[src/hw/rtl/mstb_pkg.sv]
// shared types and constants for the soft timer bank
// no dependencies

package mstb_pkg;

  localparam int NUM_TIMERS  = 8;
  localparam int COUNT_WIDTH = 32;
  localparam int IDX_W       = (NUM_TIMERS > 1) ? $clog2(NUM_TIMERS) : 1;

  localparam logic [2:0] KIND_TICK       = 3'd0;
  localparam logic [2:0] KIND_START_ONCE = 3'd1;
  localparam logic [2:0] KIND_START_AUTO = 3'd2;
  localparam logic [2:0] KIND_STOP       = 3'd3;
  localparam logic [2:0] KIND_CHECK      = 3'd4;

  typedef struct packed {
    logic [2:0]  kind;
    logic [7:0]  timer_id;
    logic [31:0] period;
  } in_item_t;

  typedef struct packed {
    logic expired;
    logic status;
  } out_item_t;

  typedef struct packed {
    logic accept;
    logic dispatch;
    logic walk_rd;
    logic exec;
    logic out_load;
  } ctrl_cmd_t;

  typedef struct packed {
    logic is_tick;
    logic cmd_ok;
    logic walk_last;
  } dp_sts_t;

endpackage

[src/hw/rtl/multi_channel_soft_timer_bank_core.sv]
// Bank of NUM_TIMERS down-counting timers with one-shot and auto-reload modes.
// Each transaction (tick, start, stop or check) returns exactly one result
// transaction. Start, stop and check transactions pass the dispatch, command
// and done states; ignored transactions (bad timer id or undefined kind) skip
// the command state. A tick walks the bank one timer per cycle through the
// read port of the count and reload rams. A new transaction is accepted while
// the previous result still waits in the output register.
// depends on mstb_pkg, mstb_ctrl, mstb_datapath

module multi_channel_soft_timer_bank_core import mstb_pkg::*; (
  input  logic      clk,
  input  logic      rst_n,
  input  logic      in_valid,
  output logic      in_ready,
  input  in_item_t  in_data,
  output logic      out_valid,
  input  logic      out_ready,
  output out_item_t out_data
);

  ctrl_cmd_t cmd;
  dp_sts_t   sts;

  mstb_ctrl u_ctrl (
    .clk       (clk),
    .rst_n     (rst_n),
    .in_valid  (in_valid),
    .in_ready  (in_ready),
    .out_valid (out_valid),
    .out_ready (out_ready),
    .sts       (sts),
    .cmd       (cmd)
  );

  mstb_datapath u_dp (
    .clk      (clk),
    .rst_n    (rst_n),
    .in_data  (in_data),
    .cmd      (cmd),
    .sts      (sts),
    .out_data (out_data)
  );

endmodule

[src/hw/rtl/mstb_ram.sv]
// generic single write port, single read port ram with registered read
// no dependencies

module mstb_ram #(
  parameter int WIDTH = 32,
  parameter int DEPTH = 8
) (
  input  logic                                          clk,
  input  logic                                          we,
  input  logic [((DEPTH > 1) ? $clog2(DEPTH) : 1)-1:0] waddr,
  input  logic [WIDTH-1:0]                              wdata,
  input  logic                                          re,
  input  logic [((DEPTH > 1) ? $clog2(DEPTH) : 1)-1:0] raddr,
  output logic [WIDTH-1:0]                              rdata
);

  logic [WIDTH-1:0] mem [DEPTH];

  always_ff @(posedge clk) begin
    if (we) begin
      mem[waddr] <= wdata;
    end
    if (re) begin
      rdata <= mem[raddr];
    end
  end

endmodule

[src/hw/rtl/mstb_datapath.sv]
// timer bank datapath: count and reload rams, flags, modes, walk index, result
// depends on mstb_pkg and mstb_ram

module mstb_datapath import mstb_pkg::*; (
  input  logic      clk,
  input  logic      rst_n,
  input  in_item_t  in_data,
  input  ctrl_cmd_t cmd,
  output dp_sts_t   sts,
  output out_item_t out_data
);

  in_item_t               item_r;
  logic [IDX_W-1:0]       walk_idx_r, walk_idx_nxt;
  logic [IDX_W-1:0]       wb_idx_r;
  logic                   wb_vld_r, wb_vld_nxt;
  logic [NUM_TIMERS-1:0]  cnt_vld_r, cnt_vld_nxt;
  logic [NUM_TIMERS-1:0]  rld_vld_r, rld_vld_nxt;
  logic [NUM_TIMERS-1:0]  flag_r, flag_nxt;
  logic [NUM_TIMERS-1:0]  auto_r, auto_nxt;
  out_item_t              res_r, res_nxt;
  out_item_t              out_data_r;

  logic [COUNT_WIDTH-1:0] cnt_rdata, rld_rdata;
  logic [COUNT_WIDTH-1:0] cnt_cur, rld_cur, cnt_dec, cnt_new;
  logic [COUNT_WIDTH-1:0] per;
  logic [COUNT_WIDTH-1:0] cnt_wdata;
  logic [IDX_W-1:0]       cnt_waddr, cidx;
  logic                   cnt_we, rld_we;
  logic                   tick_wr, fire;
  logic                   is_start, is_stop, is_check, is_cmd, id_ok;

  assign cidx     = item_r.timer_id[IDX_W-1:0];
  assign per      = item_r.period[COUNT_WIDTH-1:0];
  assign is_start = (item_r.kind == KIND_START_ONCE) || (item_r.kind == KIND_START_AUTO);
  assign is_stop  = (item_r.kind == KIND_STOP);
  assign is_check = (item_r.kind == KIND_CHECK);
  assign is_cmd   = is_start || is_stop || is_check;
  assign id_ok    = ({1'b0, item_r.timer_id} < 9'(NUM_TIMERS));

  assign sts.is_tick   = (item_r.kind == KIND_TICK);
  assign sts.cmd_ok    = is_cmd && id_ok;
  assign sts.walk_last = (walk_idx_r == IDX_W'(NUM_TIMERS - 1));

  // tick writeback for the entry read in the previous cycle
  assign cnt_cur = cnt_vld_r[wb_idx_r] ? cnt_rdata : '0;
  assign rld_cur = rld_vld_r[wb_idx_r] ? rld_rdata : '0;
  assign cnt_dec = cnt_cur - COUNT_WIDTH'(1);
  assign tick_wr = wb_vld_r && (cnt_cur != '0);
  assign fire    = tick_wr && (cnt_dec == '0);

  always_comb begin
    cnt_new = cnt_dec;
    if (cnt_dec == '0) begin
      cnt_new = auto_r[wb_idx_r] ? rld_cur : '0;
    end
  end

  always_comb begin
    cnt_we    = tick_wr;
    cnt_waddr = wb_idx_r;
    cnt_wdata = cnt_new;
    rld_we    = 1'b0;
    if (cmd.exec && is_start) begin
      cnt_we    = 1'b1;
      cnt_waddr = cidx;
      cnt_wdata = per;
      rld_we    = 1'b1;
    end else if (cmd.exec && is_stop) begin
      cnt_we    = 1'b1;
      cnt_waddr = cidx;
      cnt_wdata = '0;
    end
  end

  mstb_ram #(.WIDTH(COUNT_WIDTH), .DEPTH(NUM_TIMERS)) u_cnt_ram (
    .clk   (clk),
    .we    (cnt_we),
    .waddr (cnt_waddr),
    .wdata (cnt_wdata),
    .re    (cmd.walk_rd),
    .raddr (walk_idx_r),
    .rdata (cnt_rdata)
  );

  mstb_ram #(.WIDTH(COUNT_WIDTH), .DEPTH(NUM_TIMERS)) u_rld_ram (
    .clk   (clk),
    .we    (rld_we),
    .waddr (cidx),
    .wdata (per),
    .re    (cmd.walk_rd),
    .raddr (walk_idx_r),
    .rdata (rld_rdata)
  );

  always_comb begin
    walk_idx_nxt = walk_idx_r;
    wb_vld_nxt   = cmd.walk_rd;
    cnt_vld_nxt  = cnt_vld_r;
    rld_vld_nxt  = rld_vld_r;
    flag_nxt     = flag_r;
    auto_nxt     = auto_r;
    res_nxt      = res_r;
    if (cmd.accept) begin
      walk_idx_nxt = '0;
    end else if (cmd.walk_rd) begin
      walk_idx_nxt = walk_idx_r + IDX_W'(1);
    end
    if (fire) begin
      flag_nxt[wb_idx_r] = 1'b1;
    end
    if (cmd.dispatch) begin
      res_nxt.expired = 1'b0;
      res_nxt.status  = is_cmd && !id_ok;
    end
    if (cmd.exec) begin
      if (is_start) begin
        cnt_vld_nxt[cidx] = 1'b1;
        rld_vld_nxt[cidx] = 1'b1;
        flag_nxt[cidx]    = 1'b0;
        auto_nxt[cidx]    = (item_r.kind == KIND_START_AUTO);
      end else if (is_stop) begin
        cnt_vld_nxt[cidx] = 1'b1;
        flag_nxt[cidx]    = 1'b0;
        auto_nxt[cidx]    = 1'b0;
      end else if (is_check) begin
        res_nxt.expired = flag_r[cidx];
        flag_nxt[cidx]  = 1'b0;
      end
    end
  end

  always_ff @(posedge clk) begin
    if (!rst_n) begin
      walk_idx_r <= '0;
      wb_vld_r   <= 1'b0;
      cnt_vld_r  <= '0;
      rld_vld_r  <= '0;
      flag_r     <= '0;
      auto_r     <= '0;
    end else begin
      walk_idx_r <= walk_idx_nxt;
      wb_vld_r   <= wb_vld_nxt;
      cnt_vld_r  <= cnt_vld_nxt;
      rld_vld_r  <= rld_vld_nxt;
      flag_r     <= flag_nxt;
      auto_r     <= auto_nxt;
    end
  end

  always_ff @(posedge clk) begin
    wb_idx_r <= walk_idx_r;
    res_r    <= res_nxt;
    if (cmd.accept) begin
      item_r <= in_data;
    end
    if (cmd.out_load) begin
      out_data_r <= res_r;
    end
  end

  assign out_data = out_data_r;

endmodule

[src/hw/rtl/mstb_ctrl.sv]
// timer bank controller: item sequencing, bank walk and output handshake
// depends on mstb_pkg

module mstb_ctrl import mstb_pkg::*; (
  input  logic      clk,
  input  logic      rst_n,
  input  logic      in_valid,
  output logic      in_ready,
  output logic      out_valid,
  input  logic      out_ready,
  input  dp_sts_t   sts,
  output ctrl_cmd_t cmd
);

  typedef enum logic [5:0] {
    S_IDLE     = 6'b000001,
    S_DISPATCH = 6'b000010,
    S_WALK     = 6'b000100,
    S_WALK_END = 6'b001000,
    S_CMD      = 6'b010000,
    S_DONE     = 6'b100000
  } state_t;

  state_t state_r, state_nxt;
  logic   out_valid_r, out_valid_nxt;

  assign in_ready  = (state_r == S_IDLE);
  assign out_valid = out_valid_r;

  always_comb begin
    state_nxt    = state_r;
    cmd          = '0;
    cmd.accept   = in_valid && in_ready;
    unique case (state_r)
      S_IDLE: begin
        if (in_valid) begin
          state_nxt = S_DISPATCH;
        end
      end
      S_DISPATCH: begin
        cmd.dispatch = 1'b1;
        if (sts.is_tick) begin
          state_nxt = S_WALK;
        end else if (sts.cmd_ok) begin
          state_nxt = S_CMD;
        end else begin
          state_nxt = S_DONE;
        end
      end
      S_WALK: begin
        cmd.walk_rd = 1'b1;
        if (sts.walk_last) begin
          state_nxt = S_WALK_END;
        end
      end
      S_WALK_END: begin
        state_nxt = S_DONE;
      end
      S_CMD: begin
        cmd.exec  = 1'b1;
        state_nxt = S_DONE;
      end
      S_DONE: begin
        if (!out_valid_r || out_ready) begin
          cmd.out_load = 1'b1;
          state_nxt    = S_IDLE;
        end
      end
      default: begin
        state_nxt = S_IDLE;
      end
    endcase
  end

  always_comb begin
    out_valid_nxt = out_valid_r;
    if (cmd.out_load) begin
      out_valid_nxt = 1'b1;
    end else if (out_ready) begin
      out_valid_nxt = 1'b0;
    end
  end

  always_ff @(posedge clk) begin
    if (!rst_n) begin
      state_r     <= S_IDLE;
      out_valid_r <= 1'b0;
    end else begin
      state_r     <= state_nxt;
      out_valid_r <= out_valid_nxt;
    end
  end

  a_walk_runs: assert property (@(posedge clk) disable iff (!rst_n)
    (state_r == S_WALK && !sts.walk_last) |=> (state_r == S_WALK))
    else $error("bank walk ended early");

  a_done_holds: assert property (@(posedge clk) disable iff (!rst_n)
    (state_r == S_DONE && out_valid_r && !out_ready) |=> (state_r == S_DONE))
    else $error("result left while output register full");

  a_accept_dispatch: assert property (@(posedge clk) disable iff (!rst_n)
    (in_valid && in_ready) |=> (state_r == S_DISPATCH))
    else $error("accepted transaction not dispatched");

  a_no_overwrite: assert property (@(posedge clk) disable iff (!rst_n)
    cmd.out_load |-> (!out_valid_r || out_ready))
    else $error("output register overwritten");

endmodule

[config.mk]
export PLATFORM = sky130hd
export DESIGN_NAME = multi_channel_soft_timer_bank_core
export DESIGN_NICKNAME = d
export VERILOG_FILES = /design/src/hw/rtl/mstb_pkg.sv /design/src/hw/rtl/multi_channel_soft_timer_bank_core.sv /design/src/hw/rtl/mstb_ram.sv /design/src/hw/rtl/mstb_datapath.sv /design/src/hw/rtl/mstb_ctrl.sv
export SDC_FILE = /design/constraint.sdc
export NUM_CORES = 1
export LEC_CHECK = 0
export BUFFER_PORTS_ARGS = -buffer_cell sky130_fd_sc_hd__buf_2
export CORE_ASPECT_RATIO = 0.75
export CORE_MARGIN = 2
export CORE_UTILIZATION = 35
export DETAILED_ROUTE_END_ITERATION = 10
export GPL_TIMING_DRIVEN = 1
export PLACE_DENSITY_LB_ADDON = 0.2
export SETUP_SLACK_MARGIN = 0.05
export SLEW_MARGIN = 40
export SYNTH_ARGS = -nofsm -noshare
export SYNTH_HDL_FRONTEND = slang
export SYNTH_SLANG_ARGS = --single-unit
[constraint.sdc]
create_clock -name clk -period 7.03 [get_ports clk]
set_input_delay 0.3515 -clock clk [delete_from_list [all_inputs] [get_ports clk]]
set_output_delay 0.3515 -clock clk [all_outputs]
set_load 0.02 [all_outputs]
==> flow_metrics.py, run 1 <==
metrics = {
    "detailed_routing": {
        "initialDrtViolationCount": 1383,
        "postRouteAntennaNets": 0,
        "drc": 0,
        "wl_per_cell_um": 24.4,
        "via_count": 14100,
        "drt_first_pass_iters": 5,
        "via_per_inst": 5.28,
        "wirelength_mm": 65.0,
    },
    "die": {
        "start_util_pct": 35.4,
        "std_cell_rows": 87,
        "coreArea_um2": 75300,
        "io_pins": 51,
        "die_w_um": 323,
        "die_h_um": 243,
        "dieArea_um2": 78400,
    },
    "setup_path": {
        "reg2regPathDepth": 14,
        "worst_ep_required_time_ns": 7.37,
        "start_kind": "flip-flop",
        "worst_path_largest_cell_delay_ns": 0.71,
        "cp.arrival_ns": 6.46,
        "path_cells": "mux2_4, a32o_1, or3_4, nand2_1, ha_1, nor2b_1, and4_1, nand4_1, nor2_1, a311oi_1, or4_1, or3_2, buf_16, o21ai_0",
        "cp_max_fo": 32,
        "critical-path-top-delay-family": "simple AND/OR/NAND/NOR gates",
        "slowest_stage": "dfxtp_1",
        "cp_num_cells": 14,
        "path_buf_inv": 1,
        "end_kind": "flip-flop",
        "crit_type": "reg2reg",
    },
    "clock_tree": {
        "cts_htree_levels": 2,
        "cts_buffers": 60,
        "clk-insertion-delay-late_ns": 0.66,
        "cts_setup_buffers": 0,
        "cts_tree": "yes",
        "clockRootBuffer": "clkbuf_16",
        "clk_pin_slew_ns": 0.07,
        "cts.sinks": 669,
        "clockBufferDepth": 3,
    },
    "grt": {
        "grt_pass1_wl_mm": 96.4,
        "grt-ovfl-total": 0,
        "antenna_found_initial": 0,
        "grt_use_total_pct": 16.7,
        "grt_max_degree": 81,
        "grt_pass1_vias": 14400,
    },
    "sta": {
        "setup_ws_ns": 0.915,
        "fin_crit_ns": 6.11,
        "final-hold-violation-count": 0,
        "relSlewSlack_pct": 45.1,
        "setup_tns_ns": 0,
        "setup_viol": 0,
        "finalCritPeriodShare_pct": 87.0,
        "worst_pin_slew_ns": 0.824,
        "whs_ns": 0.0479,
        "grt_setup_unrepaired": "false",
        "drv_slew": 0,
        "max_freq_mhz": 164,
        "clock-skew-final_ns": 0.0386,
    },
    "worst_hold_path": {
        "hp-class": "in2reg",
        "hold-path-cell-count": 3,
    },
    "final_layout": {
        "antenna_cells": 0,
        "finalNetCount": 1649,
        "layout.cells.non_filler": 2668,
        "synthToLayoutAreaGrowth_pct": 16.0,
        "layout-drive-gt1-share_pct": 24.8,
    },
    "power": {
        "p_seq_share_pct": 55.4,
        "power_switching_mw": 1.63,
        "p_int_mw": 6.50,
        "ir_worst_vdd_mv": 0.185,
        "swShare_pct": 20.1,
        "p_comb_share_pct": 1.6,
        "p_leak_nw": 9.52,
        "p_clk_share_pct": 43.1,
        "p_total_mw": 8.13,
        "power.density_nw_per_um2": 263,
    },
    "place": {
        "globalplace.congestion": 0.925,
        "dpl.cell_count": 2515,
        "portBuffers": 50,
        "detailedPlace.worstSlack_ns": 1.01,
        "dpl.hpwl_mm": 38.6,
    },
    "outcome": {
        "status": "completed",
    },
    "synth": {
        "syn_inst": 1488,
        "syn_nets": 1539,
        "synth_warnings": 0,
        "post_synth.cell_area_avg_um2": 17.9,
        "synth_area_um2": 26700,
        "ys.flop_type": "edfxtp_1",
        "synthArstFlopShare_pct": 0,
        "synth_seq_cells": 669,
        "ys_types": 76,
        "synth_edf_count": 622,
        "yosysSeqAreaShare_pct": 73.6,
    },
    "run": {
        "max_cap_violations": 0,
    },
}
==> per-stage QoR <==
stage          utilization (%)  cell area, um^2
4_1_cts                   41.0            30900
3_5_place_dp              37.7            28400
3_3_place_gp              37.5            28300
6_report                  41.1            30900
2_1_floorplan                -            26700
5_1_grt                   41.1            30900
==> final timing paths <==
kind	from	end	slack, ns
setup / recovery	u_dp.wb_idx_r[0]$_DFF_P_	u_dp.u_cnt_ram.mem[3][5]$_DFFE_PP_	0.92
hold / removal	out_ready	u_ctrl.out_valid$_SDFFE_PN0P_	0.05
setup reg to reg	u_dp.wb_idx_r[0]$_DFF_P_	u_dp.u_cnt_ram.mem[3][5]$_DFFE_PP_	0.92
hold reg to reg	u_dp.res_r[1]$_DFF_P_	u_dp.out_data[1]$_DFFE_PP_	0.44
==> worst register-to-register path: stages (launching register included) <==
cell,delay (ns)
dfxtp_1,0.71
mux2_4,0.36
a32o_1,0.27
or3_4,0.50
nand2_1,0.20
ha_1,0.46
nor2b_1,0.26
and4_1,0.36
nand4_1,0.26
nor2_1,0.20
a311oi_1,0.16
or4_1,0.50
or3_2,0.67
buf_16,0.27
o21ai_0,0.64
==> sequential cells by signal (all words and copies together), names as in the netlist <==
register              cells
u_dp.u_cnt_ram.mem      256
u_dp.u_rld_ram.mem      256
u_dp.per                 32
u_dp.u_cnt_ram.rdata     32
u_dp.u_rld_ram.rdata     32
u_dp.auto_r               8
u_dp.cnt_vld_r            8
u_dp.flag_r               8
u_dp.item_r               8
u_dp.rld_vld_r            8
u_ctrl.state_r            6
u_dp.cidx                 3
u_dp.walk_idx_r           3
u_dp.wb_idx_r             3
u_dp.out_data             2
u_dp.res_r                2
u_ctrl.out_valid          1
u_dp.wb_vld_r             1
==> power groups by stage <==
stage	Combinational, mW	Sequential [mW]	Clock (mW)
global placement	0.110	4.59	0
finish	0.129	4.50	3.50
global route	0.141	4.51	3.75
CTS	0.131	4.50	3.59
detailed placement	0.112	4.59	0
floorplan	0.0697	4.53	0
==> layer usage <==
| metal | up-vias | wire [um] | track usage [%] |
|---|---|---|---|
| met4 | 0 | 1980 | 5.85 |
| met2 | 459 | 30300 | 26.1 |
| li1 | 6211 | - | - |
| met1 | 7321 | 29400 | 24.0 |
| met3 | 102 | 3360 | 2.50 |
| met5 | - | 0 | 0 |
==> logic make-up (layout without fill, tap and decap cells) <==
group / after synthesis / after routing / share of synthesized area [%]
flops: 669 / 669 / 73.6
simple gates: 282 / 282 / 5.37
compound gates: 210 / 210 / 4.75
mux: 201 / 201 / 14.0
buf+inv: 102 / 259 / 1.50
xor+xnor: 19 / 19 / 0.624
fa+ha+maj: 5 / 5 / 0.225
==> area by class of cell <==
class                      instances  area [um^2]
inverter                          23         86.3
multi-input combinational        717         6800
fill                            6815        44400
clock inverter                    38          554
clock buffer                      71         1540
sequential                       669        19600
timing repair buffer             127         1040
tap                             1023         1280
==> repair_timing <==
action                                 in CTS  in global routing
hold buffers                               43                  0
endpoints found under the hold margin      43                  0
resized for setup                           0                  0
==> synth_stat cells (12+ instances only) <==
library cell	instances	area share, %
clkbuf_1	60	0.84
nor2_1	85	1.2
edfxtp_1	622	70
inv_1	22	0.31
nand3_1	17	0.32
nor3_1	26	0.49
mux2_2	64	2.7
a31oi_1	12	0.28
mux4_2	130	11
nand2_1	65	0.91
xor2_1	12	0.39
buf_1	15	0.21
dfxtp_1	47	3.5
a21oi_1	73	1.4
o21ai_0	61	1.1
==> placed cells by master, fill, tap and decap left out, types with 7 or more instances in the layout <==
master,count
a21oi_1,72
a21oi_2,8
a22oi_1,11
a31oi_1,10
buf_2,50
buf_4,24
bufinv_16,13
clkbuf_1,11
clkbuf_16,60
clkinv_1,15
dfxtp_1,44
dlygate4sd3_1,43
edfxtp_1,622
inv_1,21
mux2_2,64
mux4_2,130
nand2_1,65
nand3_1,17
nand4_1,10
nor2_1,74
nor2_4,11
nor2b_1,10
nor3_1,22
nor4_1,10
o21a_1,7
o21ai_0,55
o21ai_1,9
o221ai_1,8
or4_1,7
xnor2_1,7
xor2_1,12
Power figures use the tool's default switching activity.
==> run 2: changes to the inputs <==
- SYNTH_HIERARCHICAL: not set -> 1
- clock period: 7.03 -> 7.29 ns (I/O delays scaled with it)
==> flow_metrics.py, run 2 <==
metrics = {
    "outcome": {
        "status": "completed",
    },
    "place": {
        "globalplace.congestion": 0.856,
        "portBuffers": 50,
        "detailedPlace.worstSlack_ns": 1.48,
        "dpl.hpwl_mm": 40.2,
    },
    "power": {
        "p_leak_nw": 10.1,
        "swShare_pct": 20.6,
        "p_clk_share_pct": 43.2,
        "ir_worst_vdd_mv": 0.152,
        "p_seq_share_pct": 55.2,
        "p_comb_share_pct": 1.5,
        "p_int_mw": 6.23,
        "power.density_nw_per_um2": 249,
        "power_switching_mw": 1.61,
    },
    "final_layout": {
        "layout_common_cells": "edfxtp_1, mux4_1, clkbuf_16, nand2_1, mux2_2",
        "final_util_pct": 40.9,
        "layout-drive-gt1-share_pct": 22.6,
        "nFillCells": 6922,
        "reg.largest.list": "u_dp/u_cnt_ram/mem (256), u_dp/u_rld_ram/mem (256)",
        "finalNetCount": 1640,
        "synthToLayoutAreaGrowth_pct": 15.2,
        "layout_commonest_cell": "edfxtp_1",
        "antenna_cells": 0,
    },
    "synth": {
        "post_synth.cell_area_avg_um2": 18.6,
        "synth_area_um2": 27300,
        "synthArstFlopShare_pct": 0,
        "yosysMostFrequentCell": "edfxtp_1",
        "yosysSeqAreaShare_pct": 71.7,
        "ys.flop_type": "edfxtp_1",
        "yosys.area.top_type": "edfxtp_1",
        "yosys-top-cells-area": "edfxtp_1, mux4_1, mux4_2, dfxtp_1, mux2_2",
        "syn_inst": 1470,
        "synth_commonest_cells": "edfxtp_1, mux4_1, nand2_1",
        "yosys.area.top_type_share_pct": 68.3,
        "synth_seq_cells": 669,
        "synth_edf_count": 622,
        "synth_warnings": 6,
        "ys_types": 70,
        "syn_nets": 1522,
    },
    "clock_tree": {
        "clockRootBuffer": "clkbuf_16",
        "clockBufferDepth": 3,
        "cts_setup_buffers": 0,
        "cts_tree": "yes",
        "cts_resized": 0,
        "cts.sinks": 669,
        "cts.hold.buffers_added": 43,
        "clk-insertion-delay-late_ns": 0.61,
        "cts_buffers": 68,
        "clk_pin_slew_ns": 0.06,
        "cts_htree_levels": 3,
    },
    "worst_hold_path": {
        "hp-class": "in2reg",
        "hold_path.startpoint": "out_ready",
        "hold-path-cell-count": 3,
        "min_to": "u_ctrl/out_valid$_SDFFE_PN0P_",
    },
    "sta": {
        "max_freq_mhz": 172,
        "fin_crit_ns": 5.83,
        "setup_tns_ns": 0,
        "setup_ws_ns": 1.46,
        "final-hold-violation-count": 0,
        "setup_viol": 0,
        "clock-skew-final_ns": 0.0239,
        "drv_slew": 0,
        "relSlewSlack_pct": 45.6,
        "worst_pin_slew_ns": 0.815,
        "grt_setup_unrepaired": "false",
        "finalCritPeriodShare_pct": 80.0,
    },
    "grt": {
        "grt_use_total_pct": 16.7,
        "grt_pass1_vias": 14400,
        "antenna_found_initial": 0,
        "grt-ovfl-total": 0,
        "grt_pass1_wl_mm": 97.8,
        "grt_max_degree": 86,
    },
    "die": {
        "io_pins": 51,
        "die_h_um": 246,
        "dieArea_um2": 80400,
        "die_w_um": 327,
        "start_util_pct": 35.5,
        "coreArea_um2": 77100,
        "std_cell_rows": 88,
    },
    "setup_path": {
        "regToRegStartpoint": "u_dp/wb_idx_r[0]$_DFF_P_",
        "slowest_stage": "dfxtp_1",
        "r2r-end": "u_dp/u_cnt_ram/mem[1][5]$_DFFE_PP_",
        "worst_path_largest_cell_delay_ns": 0.61,
        "critical_path.startpoint": "u_dp/wb_idx_r[0]$_DFF_P_",
        "crit_type": "reg2reg",
        "cp.arrival_ns": 6.22,
        "regToRegSetupSlack_ns": 1.46,
        "cpMostUsedCell": "nand2_1",
        "start_kind": "flip-flop",
        "cp_max_fo": 40,
        "reg2regPathDepth": 13,
        "path_cells": "mux4_2, mux2_2, nand2_1, ha_1, or3b_2, nor2_4, nand2_1, or4_1, mux2i_1, and4_2, nand3_4, buf_4, o21ai_2",
        "end_kind": "flip-flop",
        "worst_ep_required_time_ns": 7.68,
    },
    "detailed_routing": {
        "drc": 0,
        "postRouteAntennaNets": 0,
        "drt_first_pass_iters": 5,
        "initialDrtViolationCount": 1235,
        "wl_per_cell_um": 24.8,
        "via_count": 14300,
        "via_per_inst": 5.37,
        "wirelength_mm": 66.4,
    },
    "run": {
        "max_cap_violations": 0,
    },
}
## run 2: area by class of cell
| class | count | area, um^2 | area share, % |
|---|---|---|---|
| tap | 1035 | 1290 | 4.11 |
| timing repair buffer | 128 | 1030 | 3.26 |
| sequential | 669 | 19600 | 62.3 |
| inverter | 12 | 45.0 | 0.143 |
| clock inverter | 34 | 309 | 0.981 |
| clock buffer | 86 | 1840 | 5.85 |
| multi-input combinational | 709 | 7350 | 23.3 |
## run 2: worst max-delay path by stage
stage	end	slack, ns	cells past startpoint
final	u_dp/u_cnt_ram/mem[1][5]$_DFFE_PP_	1.46	13
after global routing	u_dp/u_cnt_ram/mem[2][31]$_DFFE_PP_	1.05	12
after CTS	u_dp/u_cnt_ram/mem[2][31]$_DFFE_PP_	1.45	12
after detailed placement	u_dp/u_cnt_ram/mem[6][31]$_DFFE_PP_	1.48	12
after global placement	u_dp/u_cnt_ram/mem[6][31]$_DFFE_PP_	1.71	12
after floorplan	u_dp/u_cnt_ram/mem[4][0]$_DFFE_PP_	1.97	12
## run 2: cell families after synthesis
group	count (synthesis)	synth area share, %
DFF	669	71.7
and+or+nand+nor	277	5.70
muxes	203	14.9
AOI/OAI and AO/OA	201	4.85
buffers and inverters	92	1.87
xor gates and xnor gates	23	0.737
adders and majority gates	5	0.229
## run 2: per-layer routing
| layer | track usage, % | part of all wire (%) | vias up |
|---|---|---|---|
| li1 | - | - | 6294 |
| met1 | 23.7 | 47 | 7505 |
| met2 | 25.9 | 45 | 441 |
| met3 | 2.80 | 5.2 | 102 |
| met4 | 5.67 | 3.1 | 0 |
| met5 | 0 | 0 | - |
## run 2: critical path: cells and delay by family, from the launching register on
family / cells / cell delay [ns]
fa+ha+maj: 1 / 0.38
simple gates: 7 / 2.32
buf+inv: 1 / 0.43
compound gates: 1 / 0.35
mux: 3 / 1.45
flops: 1 / 0.61
## run 2: metrics by stage
step	power [mW]	cells	hold slack, ns	area [um^2]
finish	7.84	2673	0.118	31500
detailed placement	4.52	2509	0.407	28900
CTS	7.94	2672	0.0752	31500
global route	8.12	2673	0.134	31500
global placement	4.52	2506	0.409	28800
floorplan	4.43	1470	0.376	27300
## run 2: power groups by stage
stage	registers (mW)	logic, mW	clock network [mW]
5_1_grt	4.34	0.132	3.65
6_report	4.33	0.121	3.39
4_1_cts	4.34	0.123	3.49
2_1_floorplan	4.36	0.0651	0
3_3_place_gp	4.41	0.103	0
3_5_place_dp	4.42	0.105	0
